`config.mk`:
```
export PLATFORM = sky130hd
export DESIGN_NAME = upp_front
export DESIGN_NICKNAME = d
export VERILOG_FILES = /design/src/sv/upp_pkg.sv /design/src/sv/upp_front.sv
export SDC_FILE = /design/constraint.sdc
export NUM_CORES = 2
export LEC_CHECK = 0
export BUFFER_PORTS_ARGS = -buffer_cell sky130_fd_sc_hd__buf_2
export CORE_AREA = 2 2 503 505
export CTS_CLUSTER_SIZE = 20
export DETAILED_ROUTE_END_ITERATION = 16
export DIE_AREA = 0 0 505 507
export MAX_ROUTING_LAYER = met4
export SYNTH_ARGS = -nofsm -noshare
export SYNTH_HDL_FRONTEND = slang
export SYNTH_SLANG_ARGS = --single-unit
export TNS_END_PERCENT = 1
```
`constraint.sdc`:
```
create_clock -name clk -period 16.8 [get_ports clk]
set_input_delay 5.04 -clock clk [delete_from_list [all_inputs] [get_ports clk]]
set_output_delay 5.04 -clock clk [all_outputs]
set_load 0.03 [all_outputs]
```
`src/sv/upp_pkg.sv`:
```
`timescale 1ns / 1ps
`default_nettype none
// ----------------------------------------------------------------------------
// upp_pkg: shared types and constants of the unicycle pose predictor
// Holds the CORDIC angle table, range limits and the cell payload struct.
// ----------------------------------------------------------------------------
package upp_pkg;

	localparam int CordicStages = 16;
	localparam int AtanEntries  = 30;
	localparam int StageW       = $clog2(AtanEntries);

	localparam logic signed [19:0] TwoPiQ16  = 20'sd411775;
	localparam logic signed [19:0] PiQ16     = 20'sd205887;
	localparam logic signed [19:0] HalfPiQ16 = 20'sd102944;
	localparam logic signed [33:0] GainQ30   = 34'sh026DD3B6A;

	// floor(2^40 / TwoPiQ16), quotient estimate for the heading reduction
	localparam logic signed [23:0] RecipTwoPiQ40 = 24'sd2670175;

	// Q30 CORDIC data: |x|,|y| < 2^31, z fits 34 bits
	localparam int CW = 34;

	typedef logic signed [CW-1:0] cw_t;

	function automatic cw_t atan_q30(input logic [StageW-1:0] i);
		cw_t r;
		case (i)
			5'd0:  r = 34'sh03243F6A8;
			5'd1:  r = 34'sh01DAC6705;
			5'd2:  r = 34'sh00FADBAFC;
			5'd3:  r = 34'sh007F56EA6;
			5'd4:  r = 34'sh003FEAB76;
			5'd5:  r = 34'sh001FFD55B;
			5'd6:  r = 34'sh000FFFAAA;
			5'd7:  r = 34'sh0007FFF55;
			5'd8:  r = 34'sh0003FFFEA;
			5'd9:  r = 34'sh0001FFFFD;
			5'd10: r = 34'sh0000FFFFF;
			5'd11: r = 34'sh00007FFFF;
			5'd12: r = 34'sh00003FFFF;
			5'd13: r = 34'sh00001FFFF;
			5'd14: r = 34'sh00000FFFF;
			5'd15: r = 34'sh000007FFF;
			5'd16: r = 34'sh000003FFF;
			5'd17: r = 34'sh000001FFF;
			5'd18: r = 34'sh000000FFF;
			5'd19: r = 34'sh0000007FF;
			5'd20: r = 34'sh0000003FF;
			5'd21: r = 34'sh0000001FF;
			5'd22: r = 34'sh0000000FF;
			5'd23: r = 34'sh00000007F;
			5'd24: r = 34'sh00000003F;
			5'd25: r = 34'sh00000001F;
			5'd26: r = 34'sh00000000F;
			5'd27: r = 34'sh000000008;
			5'd28: r = 34'sh000000004;
			5'd29: r = 34'sh000000002;
			default: r = '0;
		endcase
		return r;
	endfunction

	// side data that rides along the cell chain
	typedef struct packed {
		logic signed [31:0] px;
		logic signed [31:0] py;
		logic signed [31:0] th;
		logic        [31:0] mag_v;
		logic               neg_v;
		logic        [23:0] dt;
		logic signed [40:0] hstep;
		logic        [31:0] nspeed;
		logic        [31:0] nturn;
		logic               flip;
	} side_t;

	typedef struct packed {
		cw_t x;
		cw_t y;
		cw_t z;
	} rot_t;

	function automatic logic [31:0] sat32(input logic signed [33:0] v);
		if (v > 34'sh07FFFFFFF) return 32'h7FFFFFFF;
		if (v < -34'sh080000000) return 32'h80000000;
		return v[31:0];
	endfunction

endpackage
`default_nettype wire

```
`src/sv/upp_front.sv`:
```
`timescale 1ns / 1ps
`default_nettype none
// ----------------------------------------------------------------------------
// upp_front: heading reduction and heading step
// Reduces heading into [-pi/2, pi/2] and forms the rounded turn step.
// ----------------------------------------------------------------------------
module upp_front (
	input  wire logic                clk,
	input  wire logic                arst_n,
	input  wire logic                en,
	input  wire logic                vld_in,
	input  wire logic [248:0]        req,
	output logic                     vld_q,
	output upp_pkg::rot_t            rot_q,
	output upp_pkg::side_t           side_q
);
	logic signed [31:0] px, py, th, v, w, cs, ct;
	logic        [23:0] dt;
	logic               cv;
	logic        [31:0] wmag, vmag;
	// stage 1 registers
	logic signed [55:0] qp_s1;
	logic        [55:0] hprod_s1;
	logic               wneg_s1, vld_s1;
	upp_pkg::side_t     side_s1;
	// stage 2 registers
	logic signed [20:0] rem_s2;
	logic               vld_s2;
	upp_pkg::side_t     side_s2;
	// stage 2 and 3 logic
	logic signed [14:0] quo;
	logic signed [35:0] qd, rraw;
	logic        [40:0] hr;
	upp_pkg::side_t     side_h, side_o;
	logic signed [20:0] r0, r1, r2;
	logic               fl;

	assign px = req[31:0];
	assign py = req[63:32];
	assign th = req[95:64];
	assign v  = req[127:96];
	assign w  = req[159:128];
	assign dt = req[183:160];
	assign cv = req[184];
	assign cs = req[216:185];
	assign ct = req[248:217];

	always_comb begin
		wmag = w[31] ? 32'(-w) : w;
		vmag = v[31] ? 32'(-v) : v;
	end

	always_ff @(posedge clk or negedge arst_n) begin
		if (!arst_n) begin
			vld_s1 <= 1'b0;
			vld_s2 <= 1'b0;
			vld_q  <= 1'b0;
		end else if (en) begin
			vld_s1 <= vld_in;
			vld_s2 <= vld_s1;
			vld_q  <= vld_s2;
		end
	end

	always_ff @(posedge clk) begin
		if (en) begin
			qp_s1          <= th * upp_pkg::RecipTwoPiQ40;
			hprod_s1       <= wmag * dt;
			wneg_s1        <= w[31];
			side_s1.px     <= px;
			side_s1.py     <= py;
			side_s1.th     <= th;
			side_s1.mag_v  <= vmag;
			side_s1.neg_v  <= v[31];
			side_s1.dt     <= dt;
			side_s1.hstep  <= '0;
			side_s1.nspeed <= cv ? cs : v;
			side_s1.nturn  <= cv ? ct : w;
			side_s1.flip   <= 1'b0;
		end
	end

	// quotient estimate is floor or one off, so the raw remainder is in [-2pi, 4pi)
	always_comb begin
		quo  = qp_s1[54:40];
		qd   = 36'(quo) * 36'(upp_pkg::TwoPiQ16);
		rraw = 36'(side_s1.th) - qd;
		hr   = 41'((hprod_s1 + 56'd32768) >> 16);
		side_h       = side_s1;
		side_h.hstep = wneg_s1 ? -41'(hr) : 41'(hr);
	end

	always_ff @(posedge clk) begin
		if (en) begin
			rem_s2  <= 21'(rraw);
			side_s2 <= side_h;
		end
	end

	always_comb begin
		r0 = rem_s2;
		if (r0 < 0) r0 = r0 + 21'(upp_pkg::TwoPiQ16);
		else if (r0 >= 21'(upp_pkg::TwoPiQ16)) r0 = r0 - 21'(upp_pkg::TwoPiQ16);
		r1 = r0;
		if (r1 > 21'(upp_pkg::PiQ16)) r1 = r1 - 21'(upp_pkg::TwoPiQ16);
		fl = 1'b0;
		r2 = r1;
		if (r1 > 21'(upp_pkg::HalfPiQ16)) begin
			r2 = r1 - 21'(upp_pkg::PiQ16);
			fl = 1'b1;
		end else if (r1 < -21'(upp_pkg::HalfPiQ16)) begin
			r2 = r1 + 21'(upp_pkg::PiQ16);
			fl = 1'b1;
		end
		side_o      = side_s2;
		side_o.flip = fl;
	end

	always_ff @(posedge clk) begin
		if (en) begin
			rot_q.x <= upp_pkg::GainQ30;
			rot_q.y <= '0;
			rot_q.z <= upp_pkg::cw_t'(r2) <<< 14;
			side_q  <= side_o;
		end
	end
endmodule
`default_nettype wire

```
==> impl_results.html <==
<table>
<tr><th>Metric</th><th>Value</th></tr>
<tr><th colspan="2">Status</th></tr>
<tr><td>Status</td><td>finished, final reports clean</td></tr>
<tr><th colspan="2">Critical path</th></tr>
<tr><td>CP bufs+invs</td><td>6</td></tr>
<tr><td>Slowest cell on crit path</td><td>or4_1</td></tr>
<tr><td>Slowest stage delay, CP</td><td>0.66 ns</td></tr>
<tr><td>Most frequent CP cell</td><td>fa_1</td></tr>
<tr><td>Cell type group with the largest total delay on the critical path</td><td>adder cells</td></tr>
<tr><td>Startpoint type of the worst setup path</td><td>primary input</td></tr>
<tr><td>Required time reported for the critical path endpoint</td><td>17.31 ns</td></tr>
<tr><td>Critical Path Fanout Max</td><td>14</td></tr>
<tr><td>Worst Setup End Kind</td><td>register</td></tr>
<tr><td>Category of the most critical setup path</td><td>in -&gt; reg</td></tr>
<tr><td>Register-to-register setup slack</td><td>10.43 ns</td></tr>
<tr><td>Critical path data arrival time</td><td>16.20 ns</td></tr>
<tr><th colspan="2">Global route</th></tr>
<tr><td>Vias in the first global route</td><td>51200</td></tr>
<tr><td>Largest net degree at the start of global routing</td><td>162</td></tr>
<tr><td>Total overflow reported by the global router</td><td>0</td></tr>
<tr><td>Number of antenna violations at the first check in global routing</td><td>11</td></tr>
<tr><td>Total Routing Usage GR</td><td>16.2%</td></tr>
<tr><td>Global-route wire length before repair</td><td>309 mm</td></tr>
<tr><th colspan="2">STA</th></tr>
<tr><td>Maximum clock frequency</td><td>63.7 MHz</td></tr>
<tr><td>Worst slew margin</td><td>23.5%</td></tr>
<tr><td>Hold Fails Final Rpt</td><td>0</td></tr>
<tr><td>Clock Skew</td><td>0.0520 ns</td></tr>
<tr><td>Minimum clock period after layout</td><td>15.69 ns</td></tr>
<tr><td>Number of pins exceeding their max-slew limit in the final report</td><td>0</td></tr>
<tr><td>Count of endpoints failing setup in the final report</td><td>0</td></tr>
<tr><td>Setup repair after global routing missed its margin</td><td>no</td></tr>
<tr><td>Final TNS setup</td><td>0 ns</td></tr>
<tr><td>Actual slew at the worst max-slew pin</td><td>1.15 ns</td></tr>
<tr><td>Fraction of the cycle the final worst path needs</td><td>93.4%</td></tr>
<tr><th colspan="2">Floorplanning</th></tr>
<tr><td>Num rows</td><td>184</td></tr>
<tr><td>Total I/O pin count</td><td>615</td></tr>
<tr><td>Core outline area</td><td>250000 sq um</td></tr>
<tr><td>Vertical die dimension</td><td>507 um</td></tr>
<tr><td>Width of the die</td><td>505 um</td></tr>
<tr><td>Die footprint</td><td>256000 sq um</td></tr>
<tr><td>Initial Utilization</td><td>29.9%</td></tr>
<tr><th colspan="2">Detailed routing</th></tr>
<tr><td>Pre-Repair DR Iteration Count</td><td>5</td></tr>
<tr><td>Wirelength, routed</td><td>201 mm</td></tr>
<tr><td>Detailed-route vias per instance</td><td>4.56</td></tr>
<tr><td>Via count</td><td>47500</td></tr>
<tr><td>Number of nets with antenna violations after detailed routing</td><td>0</td></tr>
<tr><td>Iter 0 DRT Violations</td><td>3354</td></tr>
<tr><td>Count of unresolved DRC violations after routing</td><td>0</td></tr>
<tr><td>Wire length per cell after detailed routing</td><td>19.3 um</td></tr>
<tr><th colspan="2">Cells and area</th></tr>
<tr><td>Final core occ</td><td>33.8%</td></tr>
<tr><td>Layout cells sized above 1</td><td>12.9%</td></tr>
<tr><td>Area added between synthesis and finish</td><td>13.0%</td></tr>
<tr><td>Fin nets</td><td>8862</td></tr>
<tr><td>Final Instance Area</td><td>84700 sq um</td></tr>
<tr><th colspan="2">Clock network</th></tr>
<tr><td>Clock tree from TritonCTS</td><td>done</td></tr>
<tr><td>Clk slew on worst S/H paths</td><td>0.08 ns</td></tr>
<tr><td>Gates resized, CTS repair</td><td>0</td></tr>
<tr><td>Clock latency on the worst-skew pair</td><td>0.74 ns</td></tr>
<tr><td>Worst-case clock buffer depth</td><td>3</td></tr>
<tr><td>CTS H-tree depth</td><td>3</td></tr>
<tr><td>Root buffer cell</td><td>clkbuf_16</td></tr>
<tr><td>Post-CTS setup repair buffer count</td><td>0</td></tr>
<tr><td>Number of hold-repair buffers added at the cts stage</td><td>0</td></tr>
<tr><td>CTS buffer count</td><td>95</td></tr>
<tr><td>Clock sinks</td><td>835</td></tr>
<tr><th colspan="2">Placed design</th></tr>
<tr><td>Placed wire-length estimate</td><td>154 mm</td></tr>
<tr><td>Placer Congestion</td><td>0.914</td></tr>
<tr><td>Area of placed instances</td><td>81400 sq um</td></tr>
<tr><td>Buffers on Ports</td><td>532</td></tr>
<tr><th colspan="2">Synthesis</th></tr>
<tr><td>Fraction of the yosys area taken by sequential cells</td><td>33.4%</td></tr>
<tr><td>Fraction of post-synthesis cell area in the top cell type by area</td><td>33.3%</td></tr>
<tr><td>Post-synth EDFFs</td><td>832</td></tr>
<tr><td>Yosys cell types</td><td>112</td></tr>
<tr><td>Summed instance area of the synthesized netlist</td><td>74900 sq um</td></tr>
<tr><td>Async S/R FF share, synth</td><td>0.359%</td></tr>
<tr><td>Cell taking the most area after synthesis</td><td>edfxtp_1</td></tr>
<tr><td>Post-Syn Instances</td><td>6523</td></tr>
<tr><td>Total number of yosys warnings</td><td>0</td></tr>
<tr><td>Number of synthesized register bits</td><td>835</td></tr>
<tr><td>Synth Flop Type</td><td>edfxtp_1</td></tr>
<tr><td>Top area cells in the synthesized netlist</td><td>edfxtp_1 (33%), fa_1 (29%), ha_1 (9.1%)</td></tr>
<tr><td>Average cell area after synthesis</td><td>11.5 sq um</td></tr>
<tr><th colspan="2">Hold path</th></tr>
<tr><td>Hold Crit Class</td><td>reg -&gt; reg</td></tr>
<tr><th colspan="2">Job</th></tr>
<tr><td>Count of maximum capacitance violations</td><td>0</td></tr>
</table>
[cells in the mapped netlist (50+ instances only)]
library cell,number
buf_4,87
and2_1,376
fa_1,1080
inv_1,1433
ha_1,546
nor2_1,136
xnor2_1,239
o21ai_0,113
a21oi_1,95
clkbuf_1,184
nand3_1,71
xor2_1,50
edfxtp_1,832
nand2_1,563
mux2_2,65
[cells by family (layout without fill, tap and decap cells)]
group / Yosys count / in the layout / synth area share (%)
AOI/OAI and AO/OA: 501 / 501 / 4.76
DFF: 835 / 835 / 33.4
buffers and inverters: 1730 / 2191 / 9.18
and+or+nand+nor: 1456 / 1456 / 9.95
xor gates and xnor gates: 295 / 295 / 3.54
adders and majority gates: 1626 / 1626 / 38.0
other: 2 / 92 / 0.0100
muxes: 78 / 78 / 1.16
[metrics by stage]
stage                     setup WS (ns)  hold slack (ns)  instances
final                              1.11            0.393      10400
after global routing              0.597            0.397      10400
after CTS                          1.19            0.382      10400
after detailed placement          0.442            0.405      10200
after global placement            0.611            0.400      10200
after floorplan                    2.10            0.400       6603
[flip-flops by register name, indices dropped and copies added, names as in the netlist]
name      cells
wneg_s1       1
vld_s2        1
vld_q         1
rot_q        20
side_h      216
hprod_s1     41
rem_s2       21
vld_s1        1
side_o      258
side_q      259
qp_s1        16
[layer usage]
layer | vias up | wire, um | part of all wire (%) | global-route usage, %
met5 | - | 0 | 0 | -
met4 | 0 | 9150 | 4.6 | 6.79
met3 | 346 | 10700 | 5.3 | 2.29
met2 | 1423 | 101000 | 50 | 27.5
met1 | 24300 | 80300 | 40 | 19.1
li1 | 21400 | - | - | -
[worst paths after layout]
kind,from,to,cells after the start
setup reg to reg,rem_s2[16]$_DFFE_PP_,rot_q[31]$_DFFE_PP_,20
max in group asynchronous,arst_n,vld_s1$_DFFE_PN0P_,1
hold reg to reg,side_o[90]$_DFFE_PP_,side_q[90]$_DFFE_PP_,0
min in group asynchronous,arst_n,vld_s2$_DFFE_PN0P_,1
setup / recovery,req[134],hprod_s1[51]$_DFFE_PP_,36
hold / removal,side_o[90]$_DFFE_PP_,side_q[90]$_DFFE_PP_,0
[area by class of cell]
type	instances	area (sq um)
well taps	3348	4190
flip-flops and latches	835	25100
inverters	1433	5380
clock inverters	69	848
diodes	10	25.0
fillers	25000	166000
multi-input cells	4038	43700
repair buffers	580	3090
clock buffers	109	2430
[layout by cell type, fill, tap and decap left out, types with 12 or more instances in the layout]
cell type     n
nand2_1     563
nand2b_1     27
o21ai_0     113
nor2_1      136
nor2b_1      36
clkinv_1     20
xnor2_1     211
mux2i_1      12
o211ai_1     16
clkbuf_16    95
a21o_1       29
or3_1        37
nor4_1       13
buf_2       530
nor3_1       44
nand4_1      18
and2_1      376
nand3_1      71
xor2_1       50
o31ai_1      26
ha_1        546
mux2_2       65
xnor2_2      18
a211oi_1     19
edfxtp_1    832
or4_1        12
bufinv_16    12
a31oi_1      25
inv_1      1433
or2_2        27
xnor2_4      15
clkbuf_1     14
conb_1       82
and3_1       30
a21oi_1      95
fa_1       1080
o21a_1       21
buf_4        45
Power is left out: the tool's default activity adds up to more than one toggle a clock period on the data nets, which glitch-free logic cannot reach.
